## config.mk

```make
export PLATFORM = sky130hd
export DESIGN_NAME = ihb_front
export DESIGN_NICKNAME = d
export VERILOG_FILES = /design/src/sv/ising_heat_bath_site_update_defines.svh /design/src/sv/ihb_pkg.sv /design/src/sv/ihb_front.sv
export SDC_FILE = /design/constraint.sdc
export NUM_CORES = 1
export LEC_CHECK = 0
export BUFFER_PORTS_ARGS = -buffer_cell sky130_fd_sc_hd__buf_2
export CORE_ASPECT_RATIO = 1.25
export CORE_MARGIN = 8
export CORE_UTILIZATION = 39
export CTS_CLUSTER_SIZE = 30
export DETAILED_ROUTE_END_ITERATION = 12
export PLACE_DENSITY_LB_ADDON = 0.15
export SYNTH_ARGS = -nofsm -noshare
export SYNTH_HDL_FRONTEND = slang
export SYNTH_SLANG_ARGS = --single-unit
```

## constraint.sdc

```tcl
create_clock -name clock -period 1.3 [get_ports clock]
set_input_delay 0.26 -clock clock [delete_from_list [all_inputs] [get_ports clock]]
set_output_delay 0.26 -clock clock [all_outputs]
set_load 0.01 [all_outputs]
```

## src/sv/ising_heat_bath_site_update_defines.svh

```systemverilog
// ----------------------------------------------------------------------------
// Ising heat bath site update - assertion macros
// Concurrent assertion wrappers; empty when SYNTH is defined.
// ----------------------------------------------------------------------------
`ifndef ISING_HEAT_BATH_SITE_UPDATE_DEFINES_SVH
`define ISING_HEAT_BATH_SITE_UPDATE_DEFINES_SVH
`ifndef SYNTH
`define IHB_ASSERT(lbl, clk, rst, prop, msg) \
   lbl: assert property (@(posedge clk) disable iff (rst) prop) else $error(msg);
`define IHB_ASSERT_ALWAYS(lbl, clk, prop, msg) \
   lbl: assert property (@(posedge clk) prop) else $error(msg);
`else
`define IHB_ASSERT(lbl, clk, rst, prop, msg)
`define IHB_ASSERT_ALWAYS(lbl, clk, prop, msg)
`endif
`endif

```

## src/sv/ihb_pkg.sv

```systemverilog
// ----------------------------------------------------------------------------
// Ising heat bath package
// Shared types, neighborhood taps, register indexes and the sigmoid table.
// ----------------------------------------------------------------------------
package ihb_pkg;
   localparam int ROWS_DEF  = 64;
   localparam int COLS_DEF  = 64;
   localparam int RC_W      = 9;
   localparam int IN_RC_W   = 6;
   localparam int RND_W     = 16;
   localparam int COEF_W    = 16;
   localparam int NCOEF     = 6;
   localparam int NGRP      = 5;
   localparam int NTAP      = 25;
   localparam int TAP_W     = 5;
   localparam int CSR_IDX_W = 3;
   localparam int SIG_N     = 256;
   localparam int SIG_W     = $clog2(SIG_N);
   localparam real SIG_HALF_STEP = 4.0 / SIG_N;

   localparam logic OP_SET  = 1'b0;
   localparam logic OP_FLIP = 1'b1;

   typedef enum logic [CSR_IDX_W-1:0] {
      CSR_FIELD_GAIN   = 3'd0,
      CSR_NEAR_AXIS    = 3'd1,
      CSR_NEAR_DIAG    = 3'd2,
      CSR_FAR_AXIS     = 3'd3,
      CSR_KNIGHT       = 3'd4,
      CSR_FAR_DIAG     = 3'd5
   } csr_idx_type;

   typedef struct packed {
      logic              op;
      logic [RC_W-1:0]   row;
      logic [RC_W-1:0]   col;
      logic              spin;
      logic [RND_W-1:0]  rnd;
   } item_type;

   typedef struct packed {
      logic clearing;
   } bstat_type;

   // tap 0 is the site itself
   localparam logic signed [2:0] TAP_DR [NTAP] = '{
      3'sd0,
      3'sd1, -3'sd1, 3'sd0, 3'sd0,
      3'sd1, 3'sd1, -3'sd1, -3'sd1,
      3'sd2, -3'sd2, 3'sd0, 3'sd0,
      3'sd2, 3'sd2, -3'sd2, -3'sd2, 3'sd1, 3'sd1, -3'sd1, -3'sd1,
      3'sd2, 3'sd2, -3'sd2, -3'sd2};
   localparam logic signed [2:0] TAP_DC [NTAP] = '{
      3'sd0,
      3'sd0, 3'sd0, 3'sd1, -3'sd1,
      3'sd1, -3'sd1, 3'sd1, -3'sd1,
      3'sd0, 3'sd0, 3'sd2, -3'sd2,
      3'sd1, -3'sd1, 3'sd1, -3'sd1, 3'sd2, -3'sd2, 3'sd2, -3'sd2,
      3'sd2, -3'sd2, 3'sd2, -3'sd2};
   localparam logic [2:0] TAP_GRP [NTAP] = '{
      3'd0,
      3'd0, 3'd0, 3'd0, 3'd0,
      3'd1, 3'd1, 3'd1, 3'd1,
      3'd2, 3'd2, 3'd2, 3'd2,
      3'd3, 3'd3, 3'd3, 3'd3, 3'd3, 3'd3, 3'd3, 3'd3,
      3'd4, 3'd4, 3'd4, 3'd4};

   typedef logic [RND_W-1:0] sig_tbl_type [SIG_N];

   // sigmoid(2x) = (1 + tanh(x)) / 2, x is half the bin centre
   function automatic sig_tbl_type build_sig_tbl();
      sig_tbl_type t;
      real         x;
      real         v;
      int          q;
      int          k;
      for (k = 0; k < SIG_N; k++) begin
         x = real'(2 * k + 1 - SIG_N) * SIG_HALF_STEP;
         v = 32768.0 + 32768.0 * $tanh(x);
         q = $rtoi($floor(v));
         if (q > 65535) q = 65535;
         t[k] = q[RND_W-1:0];
      end
      return t;
   endfunction

   localparam sig_tbl_type SIG_TBL = build_sig_tbl();
endpackage

```

## src/sv/ihb_front.sv

```systemverilog
// ----------------------------------------------------------------------------
// Ising heat bath front
// Takes request words and folds the site address into the lattice range.
// ----------------------------------------------------------------------------
module ihb_front import ihb_pkg::*; #(
   parameter int ROWS = ROWS_DEF,
   parameter int COLS = COLS_DEF
) (
   input  logic                 clock,
   input  logic                 reset,
   input  logic                 req_push,
   output logic                 req_full,
   input  logic                 req_op,
   input  logic [IN_RC_W-1:0]   req_site_row,
   input  logic [IN_RC_W-1:0]   req_site_col,
   input  logic                 req_spin_value,
   input  logic [RND_W-1:0]     req_random_value,
   input  bstat_type            bstat,
   input  logic                 q_full,
   output logic                 q_push,
   output item_type             q_item
);
   localparam logic [RC_W-1:0] ROWS_C = RC_W'(ROWS);
   localparam logic [RC_W-1:0] COLS_C = RC_W'(COLS);

   logic     busy_ff, busy_in;
   item_type item_ff, item_in;
   logic     row_ok, col_ok;

   assign row_ok   = item_ff.row < ROWS_C;
   assign col_ok   = item_ff.col < COLS_C;
   assign req_full = busy_ff | bstat.clearing;
   assign q_push   = busy_ff & row_ok & col_ok & ~q_full;
   assign q_item   = item_ff;

   always_comb begin
      busy_in = busy_ff;
      item_in = item_ff;
      if (!busy_ff) begin
         if (req_push && !req_full) begin
            busy_in      = 1'b1;
            item_in.op   = req_op;
            item_in.row  = RC_W'(req_site_row);
            item_in.col  = RC_W'(req_site_col);
            item_in.spin = req_spin_value;
            item_in.rnd  = req_random_value;
         end
      end else begin
         // fold one step per cycle
         if (!row_ok) item_in.row = item_ff.row - ROWS_C;
         if (!col_ok) item_in.col = item_ff.col - COLS_C;
         if (q_push)  busy_in = 1'b0;
      end
   end

   always_ff @(posedge clock) begin
      if (reset) begin
         busy_ff <= 1'b0;
      end else begin
         busy_ff <= busy_in;
      end
      item_ff <= item_in;
   end
endmodule

```

# Word-level counts from Yosys, hierarchy flattened
# Cells that the tools add are included.
dict set report word_totals {
  output_inout_bits 38
  in_bits 35
  regBits 37
  word_cells 31
}
dict set report classes {
  mux 7
  n_reduce_logical 6
  order_cmp 2
  n_eq_ne 2
  n_bitwise 6
  n_addsub 2
}
# cell n
set op_table {}
lappend op_table {{$mux 35} 1}
lappend op_table {{$lt 9x7->1 const B} 2}
lappend op_table {{$mux 18} 1}
lappend op_table {{$mux 9} 2}
lappend op_table {{$sub 9x7->9 const B} 2}
lappend op_table {{$reduce_and 2->1} 3}
lappend op_table {{$ne 2x2->1 const B} 2}
lappend op_table {{$and 1x1->1} 3}
lappend op_table {{$mux 1} 3}
lappend op_table {{$not 1->1} 2}
lappend op_table {{$reduce_bool 2->1} 1}
lappend op_table {{$logic_and 1x1->1} 1}
lappend op_table {{$logic_not 1->1} 1}
lappend op_table {{$or 1x1->1} 1}

# Depth between registers and ports, before layout
dict set report logic_depth {
  word_depth 6
  ltp_mapped 4
  mapped_depth_nobuf 4
}

# Worst setup path after synthesis
# Ideal clock, no wire load.
dict set report synth_timing {
  kind {flip-flop to output port}
  startpoint {reg item_ff (netlist bit q_item[24])}
  endpoint {out q_push}
  t_arrival_ns 1.205
  n_path_buf 0
  required_time_ns 1.040
  setup_slack_ns -0.165
  stages_incl_launch_ff 3
  path_cell_list {edfxtp_1 > or3_4 > nor4b_2}
}
dict set report synth_between {
  elab_chain_cells 3
}
# item line
set synth_rtl {}
lappend synth_rtl {{from (decl)} ihb_front.sv:27} ;# item_type item_ff, item_in;
lappend synth_rtl {{from (signal assigned)} ihb_front.sv:62} ;# item_ff <= item_in;
lappend synth_rtl {{$lt 9x7->1} ihb_front.sv:31} ;# assign col_ok = item_ff.col < COLS_C;
lappend synth_rtl {{$and 1x1->1 (2 in a row)} ihb_front.sv:33} ;# assign q_push = busy_ff & row_ok & col_ok & ~q_full;
lappend synth_rtl {{to (decl)} ihb_front.sv:20} ;# output logic q_push,
# No other way between the ends.

# Worst setup path after layout
dict set report layout_timing {
  startpoint {reg item_ff (netlist bit q_item[25])}
  endpoint {out q_push}
}
# The elaborated chain is that of the path after synthesis.

==> flow_summary.toml <==
[grt]
antenna_found_initial = 0
grt_max_degree = 19
gr-total-overflow = 0
grt_usage = 0.106
grt_pass1_vias = 1020
grt_pass1_wl_um = 4480

[floorplan]
io_pins = 73
fp-row-count = 24
fp.dieH_um = 82.2
initial_utilization = 0.399
die_area_um2 = 5670
fp.coreArea_um2 = 3420
die_w_um = 69.0

[power]
seqPwrFrac = 0.560
switching_share = 0.220
clkPwrFrac = 0.291
ir_drop_v = 0.000780
power.density_nw_per_um2 = 1180
combPwrFrac = 0.148
leakage_uw = 0.000930
intPower_uw = 1950
p_switching_uw = 551

[setup_path]
worstPathRequired_ns = 1.04
critPathMaxStageDelay_ns = 0.41
rr_startpoint = "q_item[25]"
critical_path.cell_chain = "or3_4 > nor4b_4 > buf_2"
cp_slowest_cell = "or3_4"
critical_path_arrival_ns = 1.50
cp-end-kind = "primary output"
crit_path_start = "q_item[25]"
path_class = "flop to primary output"
ff2ff_path_depth = 6
cp-start-kind = "flop"
worst-path-max-fanout = 2

[sta]
rsz0062_at_grt = "yes"
min_period_over_period = 1.36
worst_slew_pin_slew_ns = 0.243
drv_slew = 0
max_slew_margin = 0.838
worst_slack_ns = -0.463
hold_viol_final = 0
setup_violations = 10
fmax_ghz = 0.567
fin_tns_setup_ns = -1.48
skew_ns = 0.00227
period_minus_slack_ns = 1.76

[synth]
ys_types = 17
synth_largest_area_cell = "edfxtp_1"
synth_commonest_cells = "edfxtp_1, and2_1, inv_1, nand2_1, nor2b_1"
synth_most_common_cell = "edfxtp_1"
async_flop_share = 0
seq_area_frac_synth = 0.805
synth_top_flop_cell = "edfxtp_1"
syn_area_um2 = 1370
syn_inst = 77
syn-num-nets = 114
synth_top_area_share = 0.790
postSynthAreaPerCell_um2 = 17.8
yosys-top-cells-area = "edfxtp_1, and2_1, ha_1, nor2b_1, dfxtp_1"
yosysWarnings = 0
synth_edf_count = 36
ys_seq_elements = 37

[detailed_routing]
remaining_drc_errors = 0
drt_wl_total_um = 3080
wire_per_inst_um = 14.5
route.met2.wl_um = 1500
viasPerCell = 4.58
vias = 970
dr_wl_met3_um = 500
drt-initial-drc-count = 26
highest_layer = "met4"
wl_met1_um = 1010
ant_nets = 0
first_pass_iters = 2

[finish]
final_core_util = 0.618
nets = 209
drive_gt1_frac = 0.636
diodes = 0
syn_to_final_growth_pct = 54.6

[place]
post-dp-hpwl_um = 2430
io_buffer_count = 72
gp_congestion = 0.704
post-place-ws_ns = -0.193

[clock_network]
ctsHoldBuffers = 0
clockRootBuffer = "clkbuf_8"
insertion_delay_ns = 0.28
cts_sinks = 37
clk_path_buf_depth = 2
cts_tree = "done"
cts.htree.levels = 2
cts_buffers = 5
clk_pin_slew_worst_paths_ns = 0.07

[run_status]
violations = "negative setup slack"
status = "finished, violations left"

[job]
maxCapViolCount = 0

[hold_path]
whs_path_depth = 2
worstHoldStart = "reset"
hold_class = "primary input to flop"
stage by stage:
step                      hold slack (ns)  instance area, um^2  cells  power [uW]
after floorplan                     0.329                 1380     77        1550
final                               0.125                 2110    212        2500
after global placement              0.418                 1870    198        1710
after detailed placement            0.424                 1870    198        1730
after CTS                           0.116                 2030    210        2510
after global routing                0.116                 2110    212        2630
logic make-up (layout without fill, tap and decap cells):
kind of cell    count (synthesis)  in the layout  synth area share
flops                          37             37             0.805
simple gates                   27             27             0.131
buf+inv                         7            103            0.0201
fa+ha+maj                       2              2            0.0183
compound gates                  2              2            0.0128
xor+xnor                        2              2            0.0128
sequential cells by signal, indices dropped and copies added (netlist names):
register  cells
busy_ff       1
q_item       36
final timing paths:
path / end / slack [ns]
worst min register to register: q_item[32] / 0.66
worst min-delay path: busy_ff / 0.13
worst max register to register: busy_ff / -0.27
worst max-delay path: q_push / -0.46
power groups by stage:
stage	sequential, uW	clock (uW)	combinational [uW]
2_1_floorplan	1460	0	89.6
3_3_place_gp	1430	0	288
5_1_grt	1410	819	402
6_report	1400	729	371
4_1_cts	1400	768	335
3_5_place_dp	1430	0	296
routing by layer:
layer / GRT usage / vias to the layer above
li1: - / 463
met1: 0.0939 / 442
met2: 0.179 / 57
met3: 0.0661 / 8
met4: 0.0543 / 0
met5: 0 / -
placed cells by master, fill, tap and decap left out, types with 2 or more instances in the layout:
master,netlist,routed
buf_4,0,10
or3_4,1,2
buf_2,1,69
buf_6,0,11
clkbuf_8,0,5
edfxtp_1,36,36
nor2b_1,4,4
nand2_4,0,4
and2_1,14,14
inv_1,5,4
clkinv_2,0,2
xor2_1,2,2
worst max-delay path, delay by kind of cell (launching register included):
family	cells	cell delay, ns
flops	1	0.38
buf+inv	1	0.17
simple gates	2	0.67
final cells by class:
class | count | area (um^2)
Fill cell | 284 | 1310
Sequential cell | 37 | 1100
Timing Repair Buffer | 90 | 544
Multi-Input combinational cell | 33 | 313
Clock buffer | 6 | 72.6
Tap cell | 39 | 48.8
Inverter | 5 | 21.3
Clock inverter | 2 | 10.0
what timing repair did:
item,4_1_cts,5_1_grt
hold endpoints to repair,0,0
cloned,0,0
endpoints found under the setup margin,9,38
setup buffers,4,3
pin swaps,4,3
gates resized for setup,13,16
Note: power is estimated with default switching activity, not from simulation.
