<file path="config.mk">
export PLATFORM = sky130hd
export DESIGN_NAME = ihb_queue
export DESIGN_NICKNAME = d
export VERILOG_FILES = /design/src/sv/ising_heat_bath_site_update_defines.svh /design/src/sv/ihb_pkg.sv /design/src/sv/ihb_queue.sv
export SDC_FILE = /design/constraint.sdc
export NUM_CORES = 1
export LEC_CHECK = 0
export BUFFER_PORTS_ARGS = -buffer_cell sky130_fd_sc_hd__buf_4
export CAP_MARGIN = 0
export CORE_ASPECT_RATIO = 1.75
export CORE_MARGIN = 5
export CORE_UTILIZATION = 35
export DETAILED_ROUTE_END_ITERATION = 10
export HOLD_SLACK_MARGIN = 0.12
export PLACE_DENSITY_LB_ADDON = 0.2
export REMOVE_ABC_BUFFERS = 1
export SYNTH_ARGS = -nofsm -noshare
export SYNTH_HDL_FRONTEND = slang
export SYNTH_SLANG_ARGS = --single-unit
</file>
<file path="constraint.sdc">
create_clock -name clock -period 3.2 [get_ports clock]
set_input_delay 0.32 -clock clock [delete_from_list [all_inputs] [get_ports clock]]
set_output_delay 0.32 -clock clock [all_outputs]
set_load 0.005 [all_outputs]
</file>
<file path="src/sv/ising_heat_bath_site_update_defines.svh">
// ----------------------------------------------------------------------------
// Ising heat bath site update - assertion macros
// Concurrent assertion wrappers; empty when SYNTH is defined.
// ----------------------------------------------------------------------------
`ifndef ISING_HEAT_BATH_SITE_UPDATE_DEFINES_SVH
`define ISING_HEAT_BATH_SITE_UPDATE_DEFINES_SVH
`ifndef SYNTH
`define IHB_ASSERT(lbl, clk, rst, prop, msg) \
   lbl: assert property (@(posedge clk) disable iff (rst) prop) else $error(msg);
`define IHB_ASSERT_ALWAYS(lbl, clk, prop, msg) \
   lbl: assert property (@(posedge clk) prop) else $error(msg);
`else
`define IHB_ASSERT(lbl, clk, rst, prop, msg)
`define IHB_ASSERT_ALWAYS(lbl, clk, prop, msg)
`endif
`endif

</file>
<file path="src/sv/ihb_pkg.sv">
// ----------------------------------------------------------------------------
// Ising heat bath package
// Shared types, neighborhood taps, register indexes and the sigmoid table.
// ----------------------------------------------------------------------------
package ihb_pkg;
   localparam int ROWS_DEF  = 64;
   localparam int COLS_DEF  = 64;
   localparam int RC_W      = 9;
   localparam int IN_RC_W   = 6;
   localparam int RND_W     = 16;
   localparam int COEF_W    = 16;
   localparam int NCOEF     = 6;
   localparam int NGRP      = 5;
   localparam int NTAP      = 25;
   localparam int TAP_W     = 5;
   localparam int CSR_IDX_W = 3;
   localparam int SIG_N     = 256;
   localparam int SIG_W     = $clog2(SIG_N);
   localparam real SIG_HALF_STEP = 4.0 / SIG_N;

   localparam logic OP_SET  = 1'b0;
   localparam logic OP_FLIP = 1'b1;

   typedef enum logic [CSR_IDX_W-1:0] {
      CSR_FIELD_GAIN   = 3'd0,
      CSR_NEAR_AXIS    = 3'd1,
      CSR_NEAR_DIAG    = 3'd2,
      CSR_FAR_AXIS     = 3'd3,
      CSR_KNIGHT       = 3'd4,
      CSR_FAR_DIAG     = 3'd5
   } csr_idx_type;

   typedef struct packed {
      logic              op;
      logic [RC_W-1:0]   row;
      logic [RC_W-1:0]   col;
      logic              spin;
      logic [RND_W-1:0]  rnd;
   } item_type;

   typedef struct packed {
      logic clearing;
   } bstat_type;

   // tap 0 is the site itself
   localparam logic signed [2:0] TAP_DR [NTAP] = '{
      3'sd0,
      3'sd1, -3'sd1, 3'sd0, 3'sd0,
      3'sd1, 3'sd1, -3'sd1, -3'sd1,
      3'sd2, -3'sd2, 3'sd0, 3'sd0,
      3'sd2, 3'sd2, -3'sd2, -3'sd2, 3'sd1, 3'sd1, -3'sd1, -3'sd1,
      3'sd2, 3'sd2, -3'sd2, -3'sd2};
   localparam logic signed [2:0] TAP_DC [NTAP] = '{
      3'sd0,
      3'sd0, 3'sd0, 3'sd1, -3'sd1,
      3'sd1, -3'sd1, 3'sd1, -3'sd1,
      3'sd0, 3'sd0, 3'sd2, -3'sd2,
      3'sd1, -3'sd1, 3'sd1, -3'sd1, 3'sd2, -3'sd2, 3'sd2, -3'sd2,
      3'sd2, -3'sd2, 3'sd2, -3'sd2};
   localparam logic [2:0] TAP_GRP [NTAP] = '{
      3'd0,
      3'd0, 3'd0, 3'd0, 3'd0,
      3'd1, 3'd1, 3'd1, 3'd1,
      3'd2, 3'd2, 3'd2, 3'd2,
      3'd3, 3'd3, 3'd3, 3'd3, 3'd3, 3'd3, 3'd3, 3'd3,
      3'd4, 3'd4, 3'd4, 3'd4};

   typedef logic [RND_W-1:0] sig_tbl_type [SIG_N];

   // sigmoid(2x) = (1 + tanh(x)) / 2, x is half the bin centre
   function automatic sig_tbl_type build_sig_tbl();
      sig_tbl_type t;
      real         x;
      real         v;
      int          q;
      int          k;
      for (k = 0; k < SIG_N; k++) begin
         x = real'(2 * k + 1 - SIG_N) * SIG_HALF_STEP;
         v = 32768.0 + 32768.0 * $tanh(x);
         q = $rtoi($floor(v));
         if (q > 65535) q = 65535;
         t[k] = q[RND_W-1:0];
      end
      return t;
   endfunction

   localparam sig_tbl_type SIG_TBL = build_sig_tbl();
endpackage

</file>
<file path="src/sv/ihb_queue.sv">
// ----------------------------------------------------------------------------
// Ising heat bath queue
// Two-entry queue of folded requests between front and back.
// ----------------------------------------------------------------------------
module ihb_queue import ihb_pkg::*; (
   input  logic     clock,
   input  logic     reset,
   input  logic     push,
   input  item_type push_item,
   output logic     full,
   input  logic     pop,
   output logic     empty,
   output item_type pop_item
);
   item_type   ent_ff [2];
   logic       wp_ff, rp_ff;
   logic [1:0] cnt_ff;

   assign full     = cnt_ff == 2'd2;
   assign empty    = cnt_ff == 2'd0;
   assign pop_item = ent_ff[rp_ff];

   always_ff @(posedge clock) begin
      if (reset) begin
         wp_ff  <= 1'b0;
         rp_ff  <= 1'b0;
         cnt_ff <= 2'd0;
      end else begin
         if (push) wp_ff <= ~wp_ff;
         if (pop)  rp_ff <= ~rp_ff;
         if (push && !pop)      cnt_ff <= cnt_ff + 2'd1;
         else if (!push && pop) cnt_ff <= cnt_ff - 2'd1;
      end
      if (push) ent_ff[wp_ff] <= push_item;
   end
endmodule

</file>
# == Word level (Yosys, flattened, before mapping) ==
# Memories as Yosys holds them, arrays and structs flattened. A register that Yosys moved wholly into a read port is not among the register bits.
# Index checks and enable logic that the tools add are counted.
# word_totals
regBits,4
ramBits,72
output_inout_bits,38
memories,1
# op_classes
n_addsub,2
eq_ne,1
muxes,6
bitwise,2
n_reduce_logical,6
# memory_table
memory,words,word_bits,rd,rd_ports_with_merged_regs,write_ports,line,rtl
ent_ff,2,36,1,1,1,ihb_queue.sv:15,item_type ent_ff [2];
# ops
op,count
$mux 1,4
$mux 2,2
$add 2x1->2 const B,1
$eq 2x2->1 const B,1
$logic_and 1x1->1,2
$logic_not 1->1,2
$logic_not 2->1,1
$not 1->1,2
$reduce_bool 2->1,1
$sub 2x1->2 const B,1

# == Longest topological paths before layout ==
# Gate-level depths: netlist of the first run.
# depth
ltp_word,4
ltp_mapped,5
mapped_depth_nobuf,5

# == Worst setup path before layout of the first run ==
# No wires, ideal clock.
# synth_timing
path_type,register -> register
from,register wp_ff
to,memory ent_ff[0][0] in the netlist's numbering (enable)
arrival_ps,1943
required_ps,2767
slack_ps,823
path_stages_with_launch,2
path_buffers,0
path_cell_list,dfxtp_1 -> nor2b_1
# synth_rtl
item,line,rtl
"start, declared",ihb_queue.sv:16,"logic wp_ff, rp_ff;"
"start signal, assigned",ihb_queue.sv:29,if (push) wp_ff <= ~wp_ff;
"end, declared",ihb_queue.sv:15,
# Straight into the memory's write port.

==> reports/summary.md, run 1 <==
The logs give 1620 ps for the worst setup slack for register-to-register paths and 37 for the largest net degree at the start of global routing. The final route contains 1445 vias. The sequential share of power is 0.506.

After clock tree synthesis, the clock-pin slew on the worst setup and hold paths is 60 ps. The flow ran to the end, and the final reports show no timing, DRC or antenna violations. The highest net fanout along the worst path was 36; the relative area change from synthesis to final layout was 34.1%.

Top achievable clock speed: 0.472 GHz. The logs give 0 ps for the aggregate negative setup slack and 2880 ps for the required time of the critical path. For the final net count, the log shows 261.

The cell depth of the worst flop-to-flop path came out at 1. Of all cell types, the one taking the most synthesized area is edfxtp_1. The tightest min-delay check is of the in -> reg type. The wire length after detailed routing was 5200 um. The slew at the pin with the worst max-slew slack was 932 ps.

For this run, design rule violations remaining after detail routing come to 0. The relative slew slack is 0.379. The number of hold buffers added after CTS was 0.

Setup violations remaining at the end of the flow were counted as 0. After detailed routing, the number of vias per cell comes to 4.59. The worst setup path is of the reg -> out kind. The areal power density over the cells is 633 nW/um2, and the area of the die is 10000 um2. Post-CTS timing repair inserted 0 buffers for setup. The count of clock tree sinks is 77. For this run, the number of Yosys warnings is 0. The first routing iteration left 89 violations.

The total global routing track utilization is 0.109, and the post-layout worst setup margin is 1080 ps. The tools report the worst min-delay path startpoint as push_item[11]. Buffer depth of the longest clock path: 2. The tools report the type of origin of the critical path as a flip-flop. The logs give 0.356 for the effective utilization at floorplan and 4 for the detailed-router iteration count before antenna repair.

The share of flip-flops with an asynchronous set or reset after synthesis works out to 0. For the number of antenna violations at the first check in global routing, the log shows 0. For the later-pin clock latency in the skew report, the log shows 320 ps. 0 antenna diodes ended up in the layout. In this run the static leakage power is 1.43 nW.

For the HPWL reported at the end of detailed placement, the log shows 3510 um. The logs give 0.804 for the portion of the post-synthesis area used by sequential elements and 3.94 ps for the final worst clock skew. For this design the top-level I/O count stands at 78. The chip width works out to 77.8 um. Setup repair after global routing left no endpoint under its margin.

The count of flip-flops with a built-in enable after synthesis is 72, and the final-report max-slew violation count is 0. In this run the worst setup path terminates at pop_item[30]. By instance count, the leading cell after synthesis is edfxtp_1. Ranked by total cell area, the synthesized netlist is headed by edfxtp_1, mux2_2, dfxtp_1. For the area of the mapped netlist, the log shows 2810 um2. Clock root buffer: clkbuf_16. The detailed-route wire length per cell came out at 16.5 um. First-pass GRT wire length: 8020 um.

The tools report the highest ir drop seen on vdd as 0.370 mV. After synthesis, the most frequently instantiated cells are edfxtp_1, mux2_2, dfxtp_1, nor2_1, buf_6. The count of endpoints failing hold in the final timing report came out at 0. In this run the standard cell core region covers 7910 um2. In the synthesized netlist, the number of instances is 134. The part of the total power dissipated in combinational logic was 0.105; the clock share of power was 0.389. Portion of the clock cycle consumed by the worst path in the final layout: 0.662. Before CTS, the worst setup slack after placement is 1340 ps. Share of the synthesized area in the top cell type: 0.768. The endpoint identified for the worst register-to-register timing path is ent_ff[1][19]. Mean post-synth cell area: 21.0 um2. The number of H-tree levels is 3, and the share of cells above drive strength 1 is 0.587. In this run, distinct cell masters in the synthesized netlist total 16. The congestion estimate from routability-driven global placement came to 0.677. The share of total power consumed by net switching works out to 0.197. The tools report the startpoint of the lowest-slack register-to-register path as wp_ff. STA classifies the critical path endpoint as a primary output. TritonCTS built the clock tree.

During placement, the flow inserted port buffers numbering 77. Among all flip-flop cells after synthesis, the most frequent one is edfxtp_1. Post-route minimum period: 2120 ps. The synthesized design contains 77 register bits. In this run the core area contains 43 standard-cell rows. For this run the aggregate overflow at the end of global routing stands at 0.

The tools report the switching power total as 471 uW. Max-cap violations in this run came to 0. TritonCTS created 9 clock buffers.

The y dimension of the die was 129 um; the arrival time reported for the critical path endpoint was 1800 ps. The post-detailed-route count of antenna-violating nets was 0; the total design power was 2.39 mW. The run gives 718 as the final-layout fill cell count. The internal power of the cells totals 1.92 mW. The number of gates resized after CTS was 0.

The number of cells traversed by the worst hold path came out at 1. The number of global-route vias before repair is 1567.
[placed cells by master, fill, tap and decap left out, drive strengths merged]
cell type	n
a21oi	1
and2b	1
or3	1
and2	1
nor2	5
xor2	2
buf	79
ha	1
dfxtp	5
xnor2	2
mux2	36
clkinv	1
o21ai	1
nor2b	1
edfxtp	72
inv	1
clkbuf	15
[critical path: stages, from the launching register on]
cell and delay, ps:
dfxtp_2 900, mux2_2 430, buf_4 140
[routing by layer]
metal  global-route usage  share of wire  vias up
li1                     -              -      688
met1                0.119           0.36      703
met2                0.177           0.55       46
met3               0.0455          0.063        8
met4               0.0577          0.020        0
met5                    0              0        -
[kinds of logic (layout without fill, tap and decap cells)]
family,after synthesis,after routing,share of synthesized area
xor gates and xnor gates,4,4,0.0125
adders and majority gates,1,1,0.00445
AOI/OAI and AO/OA,2,2,0.00355
DFF,77,77,0.804
and+or+nand+nor,9,9,0.0165
muxes,36,36,0.144
buffers and inverters,5,96,0.0151
[worst min-delay path by stage]
stage                     to  slack [ps]
2_1_floorplan      cnt_ff[1]         390
3_3_place_gp       cnt_ff[1]         480
3_5_place_dp       cnt_ff[1]         500
4_1_cts         ent_ff[1][2]         170
5_1_grt        ent_ff[1][16]         160
6_report       ent_ff[1][11]         180
[sequential cells by signal, indices dropped and copies added, names as in the netlist, named ones only]
signal and cells:
ent_ff 72, rp_ff 1, wp_ff 1, cnt_ff 2
[power groups by stage]
stage / sequential, mW / clock [mW] / combinational [mW]
floorplan: 1.22 / 0 / 0.106
global placement: 1.23 / 0 / 0.254
detailed placement: 1.23 / 0 / 0.257
CTS: 1.21 / 0.958 / 0.259
global route: 1.22 / 1.01 / 0.275
finish: 1.21 / 0.930 / 0.250
[final cells by class]
type                       count  area [um2]  area share
clock inverter                 1        5.00     0.00133
clock buffer                  15         278      0.0736
sequential                    77        2260       0.600
tap                           90         113      0.0298
timing repair buffer          79         593       0.157
multi-input combinational     52         518       0.137
inverter                       1        3.75    0.000995
[through the flow]
stage          cell area (um2)  instances  utilization  hold slack (ps)
6_report                  3770        315        0.477              181
5_1_grt                   3770        315        0.477              160
4_1_cts                   3770        315        0.477              166
3_5_place_dp              3490        299        0.441              497
3_3_place_gp              3490        299        0.441              484
2_1_floorplan             2780        130            -              389
No activity file was read; power rests on OpenSTA's default activity.
==> inputs of run 2 (changes only) <==
--- a/config.mk
+++ b/config.mk
@@ -5,6 +5,7 @@
 export SDC_FILE = /design/constraint.sdc
 export NUM_CORES = 1
 export LEC_CHECK = 0
+export ABC_AREA = 1
 export BUFFER_PORTS_ARGS = -buffer_cell sky130_fd_sc_hd__buf_4
 export CAP_MARGIN = 0
 export CORE_ASPECT_RATIO = 1.75
==> constraint.sdc (replaced) <==
create_clock -name clock -period 1.8 [get_ports clock]
set_input_delay 0.18 -clock clock [delete_from_list [all_inputs] [get_ports clock]]
set_output_delay 0.18 -clock clock [all_outputs]
set_load 0.005 [all_outputs]
==> reports/summary.md, run 2 <==
The logs give 640 ps for the worst setup slack for register-to-register paths and 3 for the detailed-router iteration count before antenna repair. The cell leakage power is 1.76 nW. Data arrives at the worst endpoint at 1420 ps.

The most used flip-flop cell after synthesis is edfxtp_1. The number of buffers created by CTS is 9. The number of antenna violations at the first check in global routing is 0, and the weighted congestion reported at the end of routability-driven placement is 0.677.

After detailed routing, the total wire length is 5360 um. The flow ran to the end, and the final reports show no timing, DRC or antenna violations. The worst slack at placement was 531 ps. The share of total power consumed by net switching works out to 0.191.

The routing usage on met2 came out at 0.197. For the required time of the critical path, the log shows 1620 ps. The relative slew slack was 0.779; the row count was 44. The HPWL reported at the end of detailed placement was 3640 um; the antenna diode instance count was 0. Global routing finished with a remaining overflow of 0. The max capacitance violation total is 0.

The most used routing layer was met2. Type of the tightest min-delay check: in -> reg. In this run the number of H-tree levels came out at 3. Traced cell by cell, the critical path runs through buf_4 -> mux2_2 -> buf_4. In this run the worst path has a maximum fanout of 13. The chip width came out at 79.7 um. Most instantiated library cell after synthesis: edfxtp_1. For the switching power total, the log shows 854 uW. The number of warnings reported in the yosys synthesis log was 0.

By count the netlist is led by edfxtp_1, mux2_4, inv_1. The fraction of the mapped netlist area in simple logic gates was 0.0206; the portion of the clock cycle consumed by the worst path in the final layout was 0.887. The effective utilization at floorplan is 0.358, and the share of cells above drive strength 1 is 0.480.

The class of the most critical setup path is reg -> out. The first-pass GRT wire length was 8580 um; the top achievable clock speed was 0.626 GHz. Yosys mapped a number of flops with a built-in enable equal to 72.

TritonCTS built the clock tree. The post-synthesis xor/xnor area fraction came out at 0.00294. Dividing the detail-routed wire length by the instance count gives 13.7 um. In the final layout, the registers with the most flip-flops are ent_ff: 72 flops, cnt_ff: 2 flops. Slew at the pin with the worst max-slew slack: 331 ps.

Sorting the synthesized cells by area gives the leading types as edfxtp_1, mux2_4, dfxtp_1. The run gives 77 as the count of clock tree sinks. The sequential share of power was 0.468; the post-route minimum period was 1600 ps.

The final route contains 1641 vias. The final-report setup violation count is 0, and the clock share of power is 0.403. The library cell contributing the largest single delay on the critical path is mux2_2.

The highest ir drop seen on vdd is 0.716 mV, and the share of the synthesized area in the top cell type is 0.726. The post-layout worst setup margin was 203 ps; the areal power density over the cells was 1020 nW/um2. The register ranked first by flip-flop count was ent_ff.

The number of remaining DRC errors was 0. The number of buffers inserted by port buffering works out to 77. The share of flip-flops with an asynchronous set or reset after synthesis is 0, and the register clock-pin slew on the reported worst setup and hold paths is 50 ps. The register with the most flip-flops in the layout has 72 of them. 78 I/O pins were placed. The met3 capacity usage during global routing is 0.0369.

The number of global-route vias before repair came out at 1847. The cell repeated most along the worst path was buf_4. The portion of the post-synthesis area used by sequential elements is 0.760, and the number of register bits inferred by synthesis is 77. Type of origin of the critical path: a flip-flop. The core outline area was 8310 um2; the later-pin clock latency in the skew report was 320 ps. On the final layout, the worst clock skew is 1.72 ps. Synthesis produced 145 cells. The count of nets left with antenna violations once routing finished came out at 0.

The total global routing track utilization is 0.109. The detailed router finished its first iteration with 69 violations. For the final-report max-slew violation count, the log shows 0. The library cell used most frequently in the layout, excluding fill and tap cells, is buf_4. For the final net count, the log shows 313. The count of distinct cell types in the synthesized netlist was 16; the y dimension of the die was 132 um.

Post-synthesis compound-gate area fraction: 0.00336. The area of the die is 10500 um2. The buffer depth of the longest clock path was 2; the adder-cell share of the synthesized area was 0.00420. Multiplexer area fraction after synthesis: 0.174.

STA classifies the critical path endpoint as a primary output. Entering global routing, the biggest net connects 25 pins. Cell internal power was estimated by the tool at 3.63 mW. The area of the mapped netlist is 2980 um2, and the aggregate negative setup slack is 0 ps. Setup repair after global routing left no endpoint under its margin. After synthesis, the largest family of logic cells by area is multiplexers.

The top cell type by total area after synthesis is edfxtp_1. The tools report the count of endpoints failing hold in the final timing report as 0. The relative area change from synthesis to final layout came out at 46.8%. The run gives 0.105 as the met1 track utilization from global routing.

Using the TritonRoute via totals, the vias-per-cell ratio works out to 4.19. The library cells used most frequently in the layout, excluding fill and tap cells, are buf_4, edfxtp_1, dlygate4sd3_1, mux2_4, clkbuf_16. The mean post-synth cell area is 20.5 um2, and the worst stage delay on the critical path is 370 ps. The part of the total power dissipated in combinational logic is 0.129.

The tree is rooted in a clkbuf_16.
run 2: cell count changes after synthesis, sizes merged, moves of 2 or more:
cell,before,now
inv,1,9
nor2,5,7
nand2,0,5
xor2,2,0
run 2: what timing repair did:
action / CTS / global route
gates resized for setup: 0 / 0
hold buffers: 37 / 0
buffers inserted: 0 / 0
hold endpoints to repair: 75 / 0
run 2: path summary, 6_finish.rpt:
kind / startpoint / endpoint / cells after the start
hold / removal: pop / rp_ff / 3
hold reg to reg: rp_ff / rp_ff / 2
setup reg to reg: wp_ff / ent_ff[1][11] / 3
setup / recovery: flip-flop / pop_item[29] / 3
run 2: area by class of cell:
cell class	count	area [um2]
Clock inverter	7	80.1
Fill cell	700	3940
Tap cell	115	144
Inverter	9	33.8
Multi-Input combinational cell	55	618
Timing Repair Buffer	120	1010
Clock buffer	9	225
Sequential cell	77	2260
run 2: cell families after synthesis:
logic type                 count (synthesis)
and+or+nand+nor                           15
muxes                                     36
xor gates and xnor gates                   1
buffers and inverters                     13
adders and majority gates                  1
DFF                                       77
AOI/OAI and AO/OA                          2
run 2: metal layers:
layer / up-vias / part of all wire
li1: 802 / -
met1: 777 / 0.35
met2: 50 / 0.57
met3: 12 / 0.058
met4: 0 / 0.023
met5: - / 0
run 2: power groups by stage:
stage	registers (mW)	clock network [mW]	logic, mW
6_report	2.10	1.80	0.579
4_1_cts	2.10	1.88	0.596
3_3_place_gp	2.13	0	0.523
3_5_place_dp	2.14	0	0.529
2_1_floorplan	2.16	0	0.226
5_1_grt	2.11	1.95	0.631
run 2: metrics by stage:
stage | hold slack [ps] | std cells | cell area [um2] | utilization | power (mW)
5_1_grt | 154 | 392 | 4370 | 0.526 | 4.69
4_1_cts | 127 | 392 | 4370 | 0.526 | 4.57
6_report | 143 | 392 | 4370 | 0.526 | 4.48
2_1_floorplan | 252 | 141 | 2910 | - | 2.39
3_3_place_gp | 365 | 339 | 3690 | 0.444 | 2.65
3_5_place_dp | 368 | 339 | 3690 | 0.444 | 2.67
run 2: worst max-delay path: cells and delay by family (launching register included):
kind / cells / cell delay [ps]
mux: 1 / 370
buf+inv: 2 / 380
flops: 1 / 340
==> inputs of run 3 (changes only) <==
--- a/config.mk
+++ b/config.mk
@@ -8,9 +8,12 @@
 export ABC_AREA = 1
 export BUFFER_PORTS_ARGS = -buffer_cell sky130_fd_sc_hd__buf_4
 export CAP_MARGIN = 0
+export CELL_PAD_IN_SITES_DETAIL_PLACEMENT = 2
+export CELL_PAD_IN_SITES_GLOBAL_PLACEMENT = 2
 export CORE_ASPECT_RATIO = 1.75
 export CORE_MARGIN = 5
-export CORE_UTILIZATION = 35
+export CORE_UTILIZATION = 34
+export CTS_CLUSTER_SIZE = 8
 export DETAILED_ROUTE_END_ITERATION = 10
 export HOLD_SLACK_MARGIN = 0.12
 export PLACE_DENSITY_LB_ADDON = 0.2
@@ -18,3 +21,4 @@
 export SYNTH_ARGS = -nofsm -noshare
 export SYNTH_HDL_FRONTEND = slang
 export SYNTH_SLANG_ARGS = --single-unit
+export TNS_END_PERCENT = 100
==> reports/summary.md, run 3 (same netlist as run 2, synthesis figures left out) <==
In this run the worst path has a maximum fanout of 19. The count of non-filler cells in the finished layout is 393. At the end of routability-driven placement, the weighted congestion stood at 0.695.

The first global-routing pass estimated 9890 um of wire. For the count of instances resized after the clock tree is built, the log shows 0. In this run the horizontal extent of the chip is 80.7 um.

For the total design power, the log shows 4.24 mW. The flow ran to the end, and the final reports show no timing, DRC or antenna violations. The run gives 0.603 mV as the highest ir drop seen on vdd. For this block, the initial DRC count from the detailed router was 93. In this run the number of H-tree levels came out at 3. For this run the aggregate overflow at the end of global routing stands at 0. Type of origin of the critical path: a flip-flop. After clock tree synthesis, the clock-pin slew on the worst setup and hold paths is 60 ps.

The placed instance count is 340, and the antenna diode instance count is 0. The tools report the part of the total power dissipated in combinational logic as 0.138. The portion of the clock cycle consumed by the worst path in the final layout came out at 0.942.

The cell depth of the worst flop-to-flop path came out at 3. Aggregate negative setup slack: 0 ps. The tools report the number of antenna violations at the first check in global routing as 0.

The tools report the total global routing track utilization as 0.127. The area growth from synthesis to layout is 45.0%. Effective utilization at floorplan: 0.346. The areal power density over the cells was 981 nW/um2; the number of hold buffers added after cts was 37.

Post-route minimum period: 1700 ps. The commonest non-fill, non-tap cell in the layout is buf_4. Entering global routing, the biggest net connects 37 pins. Setup repair after global routing left no endpoint under its margin. The die is 134 um tall.

The logs give 0.501 for the share of the core filled with cells in the final layout and 4.60 ps for the final worst clock skew. Pin placement for this block handled 78 I/O pins. The later pin in the worst-skew pair is clocked with a latency of 330 ps. Via count normalized by instance count: 4.25. The register ranked first by flip-flop count was ent_ff.

The tools report the final-report setup violation count as 0. Summed over all cells, the static leakage comes to 1.73 nW. The required time of the critical path was 1620 ps. After floorplanning, the core was divided into 45 placement rows. For the worst setup path, the data arrival time is 1520 ps. For the final-report max-slew violation count, the log shows 0. In the final routed layout, each cell accounts on average for 15.9 um. In this run, CTS created clock tree buffers numbering 9. Final net count: 312. The critical path is of the reg -> out type. The count of clock tree sinks was 77. The number of post-CTS setup repair buffers is 0, and the detailed-router iteration count before antenna repair is 2. The largest registers in the layout are ent_ff: 72 flops, cnt_ff: 2 flops. The share of total power consumed by net switching came out at 0.210. The HPWL reported at the end of detailed placement was 4070 um. The run gives 891 uW as the switching power total. Number of buffers inserted by port buffering: 77. The worst setup path is captured at a primary output.

The number of global-route vias before repair was 1973; the count of endpoints failing hold in the final timing report was 0. For the wire length after detailed routing, the log shows 6230 um. The number of flip-flops under the largest register name works out to 72. The run gives 0 as the max capacitance violation total.

The top achievable clock speed came out at 0.590 GHz. The core outline area was 8610 um2. Once layout is done, the placed cells without fillers occupy 4320 um2.

TritonCTS built the clock tree. The tree is rooted in a clkbuf_16. Relative slew slack: 0.760. After detailed routing, the number of remaining DRC violations is 0. The tools report the sequential share of power as 0.495. In the layout the commonest cells are buf_4, edfxtp_1, dlygate4sd3_1, mux2_4, clkbuf_16. The slew at the pin with the worst max-slew slack came out at 360 ps. Summing all placed instances gives a cell area of 3690 um2. The internal power of the cells totals 3.35 mW. Once detail routing completed, the nets flagged for antenna violations numbered 0.

The worst hold path passes through 3 cells. The area of the die is 10800 um2, and the total number of vias is 1671. The share of cells above drive strength 1 was 0.482. The clock share of power is 0.366. The worst hold path belongs to the class in -> reg.

The clock passes through at most 2 buffers.
## run 3: per-stage QoR
| stage | worst slack [ps] | hold WS (ps) |
|---|---|---|
| after floorplan | -471 | 252 |
| after global placement | 456 | 365 |
| after detailed placement | 437 | 369 |
| after CTS | 76.2 | 122 |
| after global routing | 33.8 | 134 |
| final | 104 | 128 |
## run 3: final timing paths
kind | slack, ps | startpoint | to
setup / recovery | 100 | flip-flop | pop_item[28]
hold / removal | 130 | pop | rp_ff
setup reg to reg | 620 | wp_ff | ent_ff[1][20]
hold reg to reg | 530 | rp_ff | rp_ff
## run 3: area by class of cell
class	count	area, um2
Sequential cell	77	2260
Fill cell	797	4300
Multi-Input combinational cell	55	618
Inverter	9	33.8
Tap cell	117	146
Clock inverter	6	30.0
Clock buffer	10	229
Timing Repair Buffer	119	998
## run 3: layer usage
metal	wire length (um)	GRT usage	up-vias
li1	-	-	793
met3	282	0.0403	10
met4	123	0.0620	0
met2	3660	0.239	42
met5	0	0	-
met1	2160	0.118	826
## run 3: worst max-delay path: stages, from the launching register on
cell and delay (ps):
dfxtp_2 320, buf_4 330, mux2_2 390, buf_4 140
## run 3: power by group through the flow
stage	sequential (mW)	combinational [mW]	clock [mW]
after floorplan	2.16	0.226	0
after detailed placement	2.14	0.533	0
final	2.10	0.585	1.55
after global placement	2.13	0.524	0
after CTS	2.10	0.602	1.61
after global routing	2.11	0.637	1.71
